### src/rtl/tslne_pkg.sv
// Package for the text stream line number and escape unit: constants, codes and types.
package tslne_pkg;

   localparam int NUMBER_DIGITS = 6;
   localparam int POS_W = $clog2(NUMBER_DIGITS + 3);
   localparam int DIG_W = (NUMBER_DIGITS > 1) ? $clog2(NUMBER_DIGITS) : 1;
   localparam int CSR_INDEX_W = 3;

   localparam logic [CSR_INDEX_W-1:0] CSR_NUMBER_NONBLANK = 3'd0;
   localparam logic [CSR_INDEX_W-1:0] CSR_NUMBER_ALL      = 3'd1;
   localparam logic [CSR_INDEX_W-1:0] CSR_SQUEEZE_BLANK   = 3'd2;
   localparam logic [CSR_INDEX_W-1:0] CSR_ENDS_VISIBLE    = 3'd3;
   localparam logic [CSR_INDEX_W-1:0] CSR_ENDS_ONLY       = 3'd4;
   localparam logic [CSR_INDEX_W-1:0] CSR_TABS_VISIBLE    = 3'd5;
   localparam logic [CSR_INDEX_W-1:0] CSR_TABS_ONLY       = 3'd6;

   localparam logic [7:0] CHAR_NEWLINE = 8'd10;
   localparam logic [7:0] CHAR_TAB     = 8'd9;
   localparam logic [7:0] CHAR_DEL     = 8'o177;
   localparam logic [7:0] CHAR_CTRL_HI = 8'd31;
   localparam logic [7:0] CHAR_SHIFT   = 8'd64;
   localparam logic [7:0] CHAR_QUEST   = 8'h3F;
   localparam logic [7:0] CHAR_CARET   = 8'h5E;
   localparam logic [7:0] CHAR_DOLLAR  = 8'h24;
   localparam logic [7:0] CHAR_SPACE   = 8'h20;
   localparam logic [7:0] CHAR_ZERO    = 8'h30;
   localparam logic [3:0] BCD_NINE     = 4'd9;

   typedef logic [NUMBER_DIGITS-1:0][3:0] bcd_type;

   typedef struct packed {
      logic number_nonblank;
      logic number_all;
      logic squeeze_blank;
      logic ends_visible;
      logic ends_only;
      logic tabs_visible;
      logic tabs_only;
   } cfg_type;

   typedef struct packed {
      logic    prev_newline;
      logic    blank_printed;
      bcd_type line_count;
   } line_state_type;

   typedef struct packed {
      logic                          numbered;
      logic                          has_prefix;
      logic [7:0]                    prefix;
      logic [7:0]                    main;
      logic [NUMBER_DIGITS-1:0][7:0] num_chars;
   } run_type;

endpackage

### src/rtl/tslne_fmt.sv
// Per-byte formatter: line number, caret and dollar decisions and the next line state.
module tslne_fmt (
   input  logic [7:0]              in_byte,
   input  tslne_pkg::cfg_type      cfg,
   input  tslne_pkg::line_state_type cur,
   output logic                    drop,
   output tslne_pkg::line_state_type nxt,
   output tslne_pkg::run_type      run
);

   logic              is_nl;
   logic              numbered;
   logic              caret;
   logic              caret_conv;
   logic              tab_mode;
   logic              is_ctrl;
   logic              all_nines;
   logic              carry;
   logic              nonzero;
   tslne_pkg::bcd_type inc_count;
   tslne_pkg::bcd_type shown;
   logic [3:0]        dig;

   always_comb begin
      is_nl = (in_byte == tslne_pkg::CHAR_NEWLINE);
      drop  = is_nl && cur.blank_printed && cfg.squeeze_blank;

      if (cfg.number_nonblank) begin
         numbered = !is_nl && cur.prev_newline;
      end else begin
         numbered = cfg.number_all && cur.prev_newline;
      end

      // BCD increment, saturating at all nines
      all_nines = 1'b1;
      for (int i = 0; i < tslne_pkg::NUMBER_DIGITS; i++) begin
         if (cur.line_count[i] != tslne_pkg::BCD_NINE) all_nines = 1'b0;
      end
      carry = 1'b1;
      inc_count = cur.line_count;
      for (int i = 0; i < tslne_pkg::NUMBER_DIGITS; i++) begin
         if (carry) begin
            if (cur.line_count[i] == tslne_pkg::BCD_NINE) begin
               inc_count[i] = 4'd0;
            end else begin
               inc_count[i] = cur.line_count[i] + 4'd1;
               carry = 1'b0;
            end
         end
      end
      shown = all_nines ? cur.line_count : inc_count;

      // display position 0 is the most significant digit
      nonzero = 1'b0;
      for (int p = 0; p < tslne_pkg::NUMBER_DIGITS; p++) begin
         dig = shown[tslne_pkg::NUMBER_DIGITS-1-p];
         if (dig != 4'd0) nonzero = 1'b1;
         if (!nonzero && p != tslne_pkg::NUMBER_DIGITS - 1) begin
            run.num_chars[p] = tslne_pkg::CHAR_SPACE;
         end else begin
            run.num_chars[p] = tslne_pkg::CHAR_ZERO + {4'd0, dig};
         end
      end

      caret_conv = cfg.ends_visible && !cfg.ends_only;
      tab_mode   = cfg.tabs_visible != cfg.tabs_only;
      is_ctrl    = (in_byte <= tslne_pkg::CHAR_CTRL_HI) && !is_nl;
      caret = 1'b0;
      if (caret_conv && (in_byte[7] || in_byte == tslne_pkg::CHAR_DEL ||
                         (is_ctrl && in_byte != tslne_pkg::CHAR_TAB))) caret = 1'b1;
      if (tab_mode && in_byte == tslne_pkg::CHAR_TAB) caret = 1'b1;
      if (cfg.tabs_visible && !cfg.tabs_only &&
          (in_byte == tslne_pkg::CHAR_DEL || is_ctrl)) caret = 1'b1;

      run.numbered = numbered;
      if (caret) begin
         run.has_prefix = 1'b1;
         run.prefix     = tslne_pkg::CHAR_CARET;
         run.main       = (in_byte == tslne_pkg::CHAR_DEL) ? tslne_pkg::CHAR_QUEST
                                                           : in_byte + tslne_pkg::CHAR_SHIFT;
      end else begin
         run.has_prefix = is_nl && (cfg.ends_visible || cfg.ends_only);
         run.prefix     = tslne_pkg::CHAR_DOLLAR;
         run.main       = in_byte;
      end

      if (drop) begin
         nxt = cur;
      end else begin
         nxt.prev_newline  = is_nl;
         nxt.blank_printed = cur.prev_newline && is_nl;
         nxt.line_count    = numbered ? shown : cur.line_count;
      end
   end

endmodule

### src/rtl/text_stream_line_number_escape_unit.sv
// Top level of the text stream line number and escape unit.
// The first result byte is registered: it is presented in the cycle after the input transfer.
// An input byte yields 1 to 9 result bytes, held in the output register until each one
// transfers; a squeezed newline yields no result bytes. Next input is taken
// in the cycle the last byte of the current run transfers.
// Reset: synchronous; clears configuration, line count to zero, start-of-line flag set, output empty.
module text_stream_line_number_escape_unit (
   input  logic                              clock,
   input  logic                              reset,
   input  logic                              req_tvalid,
   output logic                              req_tready,
   input  logic [7:0]                        req_tdata,   // [7:0] in_byte
   output logic                              rsp_tvalid,
   input  logic                              rsp_tready,
   output logic [7:0]                        rsp_tdata,   // [7:0] out_byte
   output logic                              rsp_tlast,
   input  logic                              csr_we,
   input  logic [tslne_pkg::CSR_INDEX_W-1:0] csr_index,
   input  logic                              csr_wdata
);

   tslne_pkg::cfg_type        cfg_ff;
   tslne_pkg::line_state_type st_ff;
   tslne_pkg::line_state_type st_in;
   tslne_pkg::run_type        run_ff;
   tslne_pkg::run_type        run_in;
   logic                      run_valid_ff;
   logic [tslne_pkg::POS_W-1:0] pos_ff;
   logic                      drop;
   logic                      req_xfer;
   logic                      rsp_xfer;
   logic [tslne_pkg::POS_W-1:0] tail;

   tslne_fmt u_fmt (
      .in_byte (req_tdata),
      .cfg     (cfg_ff),
      .cur     (st_ff),
      .drop    (drop),
      .nxt     (st_in),
      .run     (run_in)
   );

   always_comb begin
      tail = run_ff.numbered ? pos_ff - tslne_pkg::POS_W'(tslne_pkg::NUMBER_DIGITS + 1)
                             : pos_ff;
      rsp_tlast = (tail == {{(tslne_pkg::POS_W-1){1'b0}}, run_ff.has_prefix});
      if (run_ff.numbered && pos_ff < tslne_pkg::POS_W'(tslne_pkg::NUMBER_DIGITS)) begin
         rsp_tdata = run_ff.num_chars[pos_ff[tslne_pkg::DIG_W-1:0]];
      end else if (run_ff.numbered && pos_ff == tslne_pkg::POS_W'(tslne_pkg::NUMBER_DIGITS)) begin
         rsp_tdata = tslne_pkg::CHAR_TAB;
      end else if (tail == '0 && run_ff.has_prefix) begin
         rsp_tdata = run_ff.prefix;
      end else begin
         rsp_tdata = run_ff.main;
      end
   end

   assign rsp_tvalid = run_valid_ff;
   assign rsp_xfer   = rsp_tvalid && rsp_tready;
   assign req_tready = !run_valid_ff || (rsp_tready && rsp_tlast);
   assign req_xfer   = req_tvalid && req_tready;

   always_ff @(posedge clock) begin
      if (reset) begin
         cfg_ff <= '0;
      end else if (csr_we) begin
         unique case (csr_index)
            tslne_pkg::CSR_NUMBER_NONBLANK: cfg_ff.number_nonblank <= csr_wdata;
            tslne_pkg::CSR_NUMBER_ALL:      cfg_ff.number_all      <= csr_wdata;
            tslne_pkg::CSR_SQUEEZE_BLANK:   cfg_ff.squeeze_blank   <= csr_wdata;
            tslne_pkg::CSR_ENDS_VISIBLE:    cfg_ff.ends_visible    <= csr_wdata;
            tslne_pkg::CSR_ENDS_ONLY:       cfg_ff.ends_only       <= csr_wdata;
            tslne_pkg::CSR_TABS_VISIBLE:    cfg_ff.tabs_visible    <= csr_wdata;
            tslne_pkg::CSR_TABS_ONLY:       cfg_ff.tabs_only       <= csr_wdata;
            default: ;
         endcase
      end
   end

   always_ff @(posedge clock) begin
      if (reset) begin
         st_ff.prev_newline  <= 1'b1;
         st_ff.blank_printed <= 1'b0;
         st_ff.line_count    <= '0;
         run_valid_ff        <= 1'b0;
         pos_ff              <= '0;
      end else begin
         if (req_xfer) begin
            st_ff <= st_in;
         end
         if (req_xfer && !drop) begin
            run_valid_ff <= 1'b1;
            pos_ff       <= '0;
         end else if (rsp_xfer) begin
            if (rsp_tlast) begin
               run_valid_ff <= 1'b0;
               pos_ff       <= '0;
            end else begin
               pos_ff <= pos_ff + 1'b1;
            end
         end
      end
   end

   always_ff @(posedge clock) begin
      if (req_xfer && !drop) begin
         run_ff <= run_in;
      end
   end

`ifndef SYNTHESIS
   generate
      for (genvar g = 0; g < tslne_pkg::NUMBER_DIGITS; g++) begin : g_bcd_chk
         a_bcd_digit: assert property (@(posedge clock) disable iff (reset)
            st_ff.line_count[g] <= tslne_pkg::BCD_NINE)
            else $error("line count digit not BCD");
      end
   endgenerate

   a_pos_range: assert property (@(posedge clock) disable iff (reset)
      pos_ff <= tslne_pkg::POS_W'(tslne_pkg::NUMBER_DIGITS + 2))
      else $error("output position out of range");

   a_no_overrun: assert property (@(posedge clock) disable iff (reset)
      (rsp_xfer && !rsp_tlast) |=> (rsp_tvalid && pos_ff == $past(pos_ff) + 1'b1))
      else $error("run ended early");

   a_reset_state: assert property (@(posedge clock)
      reset |=> (st_ff.line_count == '0 && st_ff.prev_newline && !run_valid_ff))
      else $error("reset state wrong");

   a_state_hold: assert property (@(posedge clock) disable iff (reset)
      !req_xfer |=> $stable(st_ff))
      else $error("line state changed without input transfer");
`endif

endmodule
### config.mk
export PLATFORM = sky130hd
export DESIGN_NAME = text_stream_line_number_escape_unit
export DESIGN_NICKNAME = d
export VERILOG_FILES = /design/src/rtl/tslne_pkg.sv /design/src/rtl/tslne_fmt.sv /design/src/rtl/text_stream_line_number_escape_unit.sv
export SDC_FILE = /design/constraint.sdc
export NUM_CORES = 1
export LEC_CHECK = 0
export ABC_AREA = 1
export BUFFER_PORTS_ARGS = -buffer_cell sky130_fd_sc_hd__buf_4
export CAP_MARGIN = 20
export CORE_MARGIN = 1
export CORE_UTILIZATION = 40
export DETAILED_ROUTE_END_ITERATION = 16
export SYNTH_ARGS = -nofsm -noshare
export SYNTH_HDL_FRONTEND = slang
export SYNTH_SLANG_ARGS = --single-unit
### constraint.sdc
create_clock -name clock -period 2.4 [get_ports clock]
set_input_delay 0.24 -clock clock [delete_from_list [all_inputs] [get_ports clock]]
set_output_delay 0.24 -clock clock [all_outputs]
set_load 0.02 [all_outputs]
==> metrics.md <==
| Metric | Value |
|---|---|
| First-pass GRT wire length | `16800 um` |
| Die Ht | `109 um` |
| Yosys reg bits | `79` |
| Final-report setup violation count | `0` |
| Root Buffer | `clkbuf_16` |
| Worst r2r path cells | `12` |
| Final std cells w/o fill | `725` |
| Initial Utilization | `0.416` |
| Yosys top cell area share | `0.271` |
| Via count | `3693` |
| Count leader, synth | `nand2_1` |
| EDFF count, synth | `41` |
| Most area-hungry cell type in the Yosys netlist | `edfxtp_1` |
| Worst min-delay path endpoint | `run_ff[49]$_DFFE_PP_` |
| Via density | `5.09` |
| YS warnings | `0` |
| Placed Instances | `708` |
| Detailed Routing Iterations Pass 1 | `4` |
| Layout cell share with drive strength beyond 1 | `0.198` |
| Pin count of the biggest net entering global routing | `53` |
| CTS tree | `done` |
| Final cycle utilization of the critical path | `0.949` |
| Setup CP Type | `reg -> out` |
| # H-tree levels | `3` |
| TNS Setup | `0 ns` |
| Fin area | `0.00519 sq mm` |
| Status | `completed` |
| Drt total wl | `9910 um` |
| Async set-reset flop share out of synthesis | `0` |
| Mapped Nets | `579` |
| Max cap viols | `0` |
| Cell Rows | `38` |
| Top Ports | `28` |
| Flop2flop setup slack | `0.43 ns` |
| Leak pwr | `0.00216 uW` |
| Hold Buf Count CTS | `0` |
| Most area-consuming cells after synthesis | `edfxtp_1 27%, dfxtp_1 17%, nand2_1 8.3%` |
| Worst-margin pin slew | `0.499 ns` |
| P per Cell Area | `617 mW/mm^2` |
| Type of origin of the critical path | `register` |
| Mean Syn Cell Area | `8.17 sq um` |
| Final max-slew violation count | `0` |
| Die extent in x | `109 um` |
| Seq/Total Area, Yosys | `0.438` |
| Vias in the first global route | `3473` |
| Total congestion overflow | `0` |
| WHS Path Cells | `1` |
| Post-DP HPWL | `7110 um` |
| Clock transition at path regs | `0.06 ns` |
| Post-synthesis cell area | `0.00454 sq mm` |
| Bufs on Longest Clock Path | `2` |
| Wire length per cell | `13.7 um` |
| Hold Path Origin | `req_tdata[1]` |
| Clock Skew | `0.00699 ns` |
| Buffers on Ports | `27` |
| Die Footprint | `0.0118 sq mm` |
| Slew headroom | `0.664` |
| Max frequency | `439 MHz` |
| Iteration-0 DRC Markers | `245` |
| Top cells by count, synth | `100 x nand2_1, 63 x inv_1, 63 x nand3_1` |
| Initial antenna violation count | `0` |
| # diodes | `0` |
| Element type at the critical path end | `output port` |
| Maximum fanout along the worst path | `6` |
| Area delta synth->final | `14.3%` |
| Reg-to-reg critical path endpoint | `run_ff[36]$_SDFFCE_PN0P_` |
| Worst min path class | `in -> reg` |
| Gate Count Post-Synth | `556` |
| Clock sinks | `79` |
| RR Startpoint | `st_ff[2]$_SDFFE_PP0P_` |
| Tmin final | `2.28 ns` |
| Final core occ | `0.475` |
| Crit path DAT | `2.04 ns` |
| Top_reg_cell synth | `edfxtp_1` |
| GPL Wtd Cong | `0.859` |
| Critical Path RT | `2.16 ns` |
| RSZ-0062 raised after global routing | `no` |
| DRC violations left | `0` |
| Nets | `603` |
| Inserted Clock Buffers | `9` |
| ANT nets after route | `0` |
| Total chip power | `3210 uW` |
| VDD IR-drop max | `0.000341 V` |
| Hold Fails Final Rpt | `0` |
| Clock Latency Late Sink | `0.33 ns` |
| Synth cell types | `42` |
| Core box area | `0.0109 sq mm` |
| DP Area | `0.00484 sq mm` |
| Total Routing Usage GR | `0.183` |
==> kinds of logic after synthesis <==
logic type               after synthesis  share of synthesized area
XOR/XNOR                              10                     0.0226
buffers and inverters                 94                     0.0900
adder cells (fa/ha/maj)                6                     0.0165
AND/OR/NAND/NOR                      259                      0.303
flip-flops                            79                      0.438
AO/OA/AOI/OAI                        108                      0.129
==> final cells by class <==
class / instances / area, sq um
fill: 1075 / 5740
multi-input combinational: 383 / 2160
sequential: 79 / 2000
inverter: 73 / 274
timing repair buffer: 34 / 268
clock buffer: 10 / 229
tap: 140 / 175
clock inverter: 6 / 85.1
==> layout by cell type (no fill, tap or decap), types with 2 or more instances in the layout <==
| cell type | n |
|---|---|
| o211ai_1 | 2 |
| bufinv_16 | 2 |
| nor2_2 | 8 |
| nor3_1 | 6 |
| nand3_4 | 4 |
| nand2_4 | 5 |
| o22ai_1 | 4 |
| clkbuf_16 | 9 |
| nand4_1 | 7 |
| xor2_2 | 2 |
| nand2_1 | 98 |
| nand3_1 | 63 |
| o21ai_0 | 42 |
| inv_1 | 63 |
| o21ai_2 | 2 |
| a21oi_1 | 46 |
| nand3_2 | 6 |
| nor2_1 | 34 |
| nor2_4 | 7 |
| a31oi_1 | 2 |
| o21a_1 | 2 |
| o21ai_1 | 2 |
| inv_2 | 10 |
| a21oi_2 | 2 |
| nand2_2 | 14 |
| ha_1 | 6 |
| dfxtp_4 | 2 |
| dfxtp_1 | 36 |
| buf_4 | 33 |
| edfxtp_1 | 41 |
| xor2_1 | 7 |
| nor2_8 | 3 |
==> registers in the layout, indices dropped and copies added, names as in the netlist <==
name        count
run_ff         41
cfg_ff          7
rsp_tvalid      1
pos_ff          4
st_ff          26
==> per-stage QoR <==
step | setup WS (ns) | hold WS [ns]
after global placement | 0.260 | 0.448
after CTS | 0.0327 | 0.103
final | 0.123 | 0.117
after floorplan | 0.0627 | 0.404
after global routing | 0.00419 | 0.109
after detailed placement | 0.211 | 0.451
==> per-layer routing <==
layer	track usage	part of all wire
met5	0	0
met4	0.0579	0.0093
met3	0.0325	0.034
met2	0.270	0.45
met1	0.268	0.50
==> where the power goes <==
part / internal [uW] / leakage (uW) / switching (uW)
Sequential: 1470 / 0.000707 / 21.8
Clock: 907 / 0.000150 / 534
Combinational: 99.2 / 0.00130 / 176
==> worst max-delay path by stage <==
stage                   end                    from  cells past startpoint
6_report       rsp_tdata[1]  pos_ff[0]$_SDFFE_PP0P_                     12
5_1_grt        rsp_tdata[3]  pos_ff[2]$_SDFFE_PP0P_                      7
4_1_cts        rsp_tdata[4]  pos_ff[0]$_SDFFE_PP0P_                     12
3_5_place_dp   rsp_tdata[4]  pos_ff[1]$_SDFFE_PP0P_                     11
3_3_place_gp   rsp_tdata[4]  pos_ff[1]$_SDFFE_PP0P_                     11
2_1_floorplan  rsp_tdata[5]  pos_ff[0]$_SDFFE_PP0P_                     11
==> critical path: stages, from the launching register on <==
cell,delay (ns)
dfxtp_4,0.38
inv_1,0.06
ha_1,0.29
nand2_1,0.05
inv_1,0.05
nand3_1,0.08
nand2_2,0.14
nand2_4,0.08
buf_4,0.14
nand2_1,0.06
a21oi_2,0.06
a21o_1,0.16
buf_4,0.15
==> what timing repair did <==
| item | CTS | global route |
|---|---|---|
| hold endpoints to repair | 0 | 0 |
| buffers inserted | 0 | 1 |
| resized for setup | 3 | 6 |
| pin swaps | 0 | 3 |
| endpoints found under the setup margin | 5 | 3 |
Power figures use the tool's default switching activity.
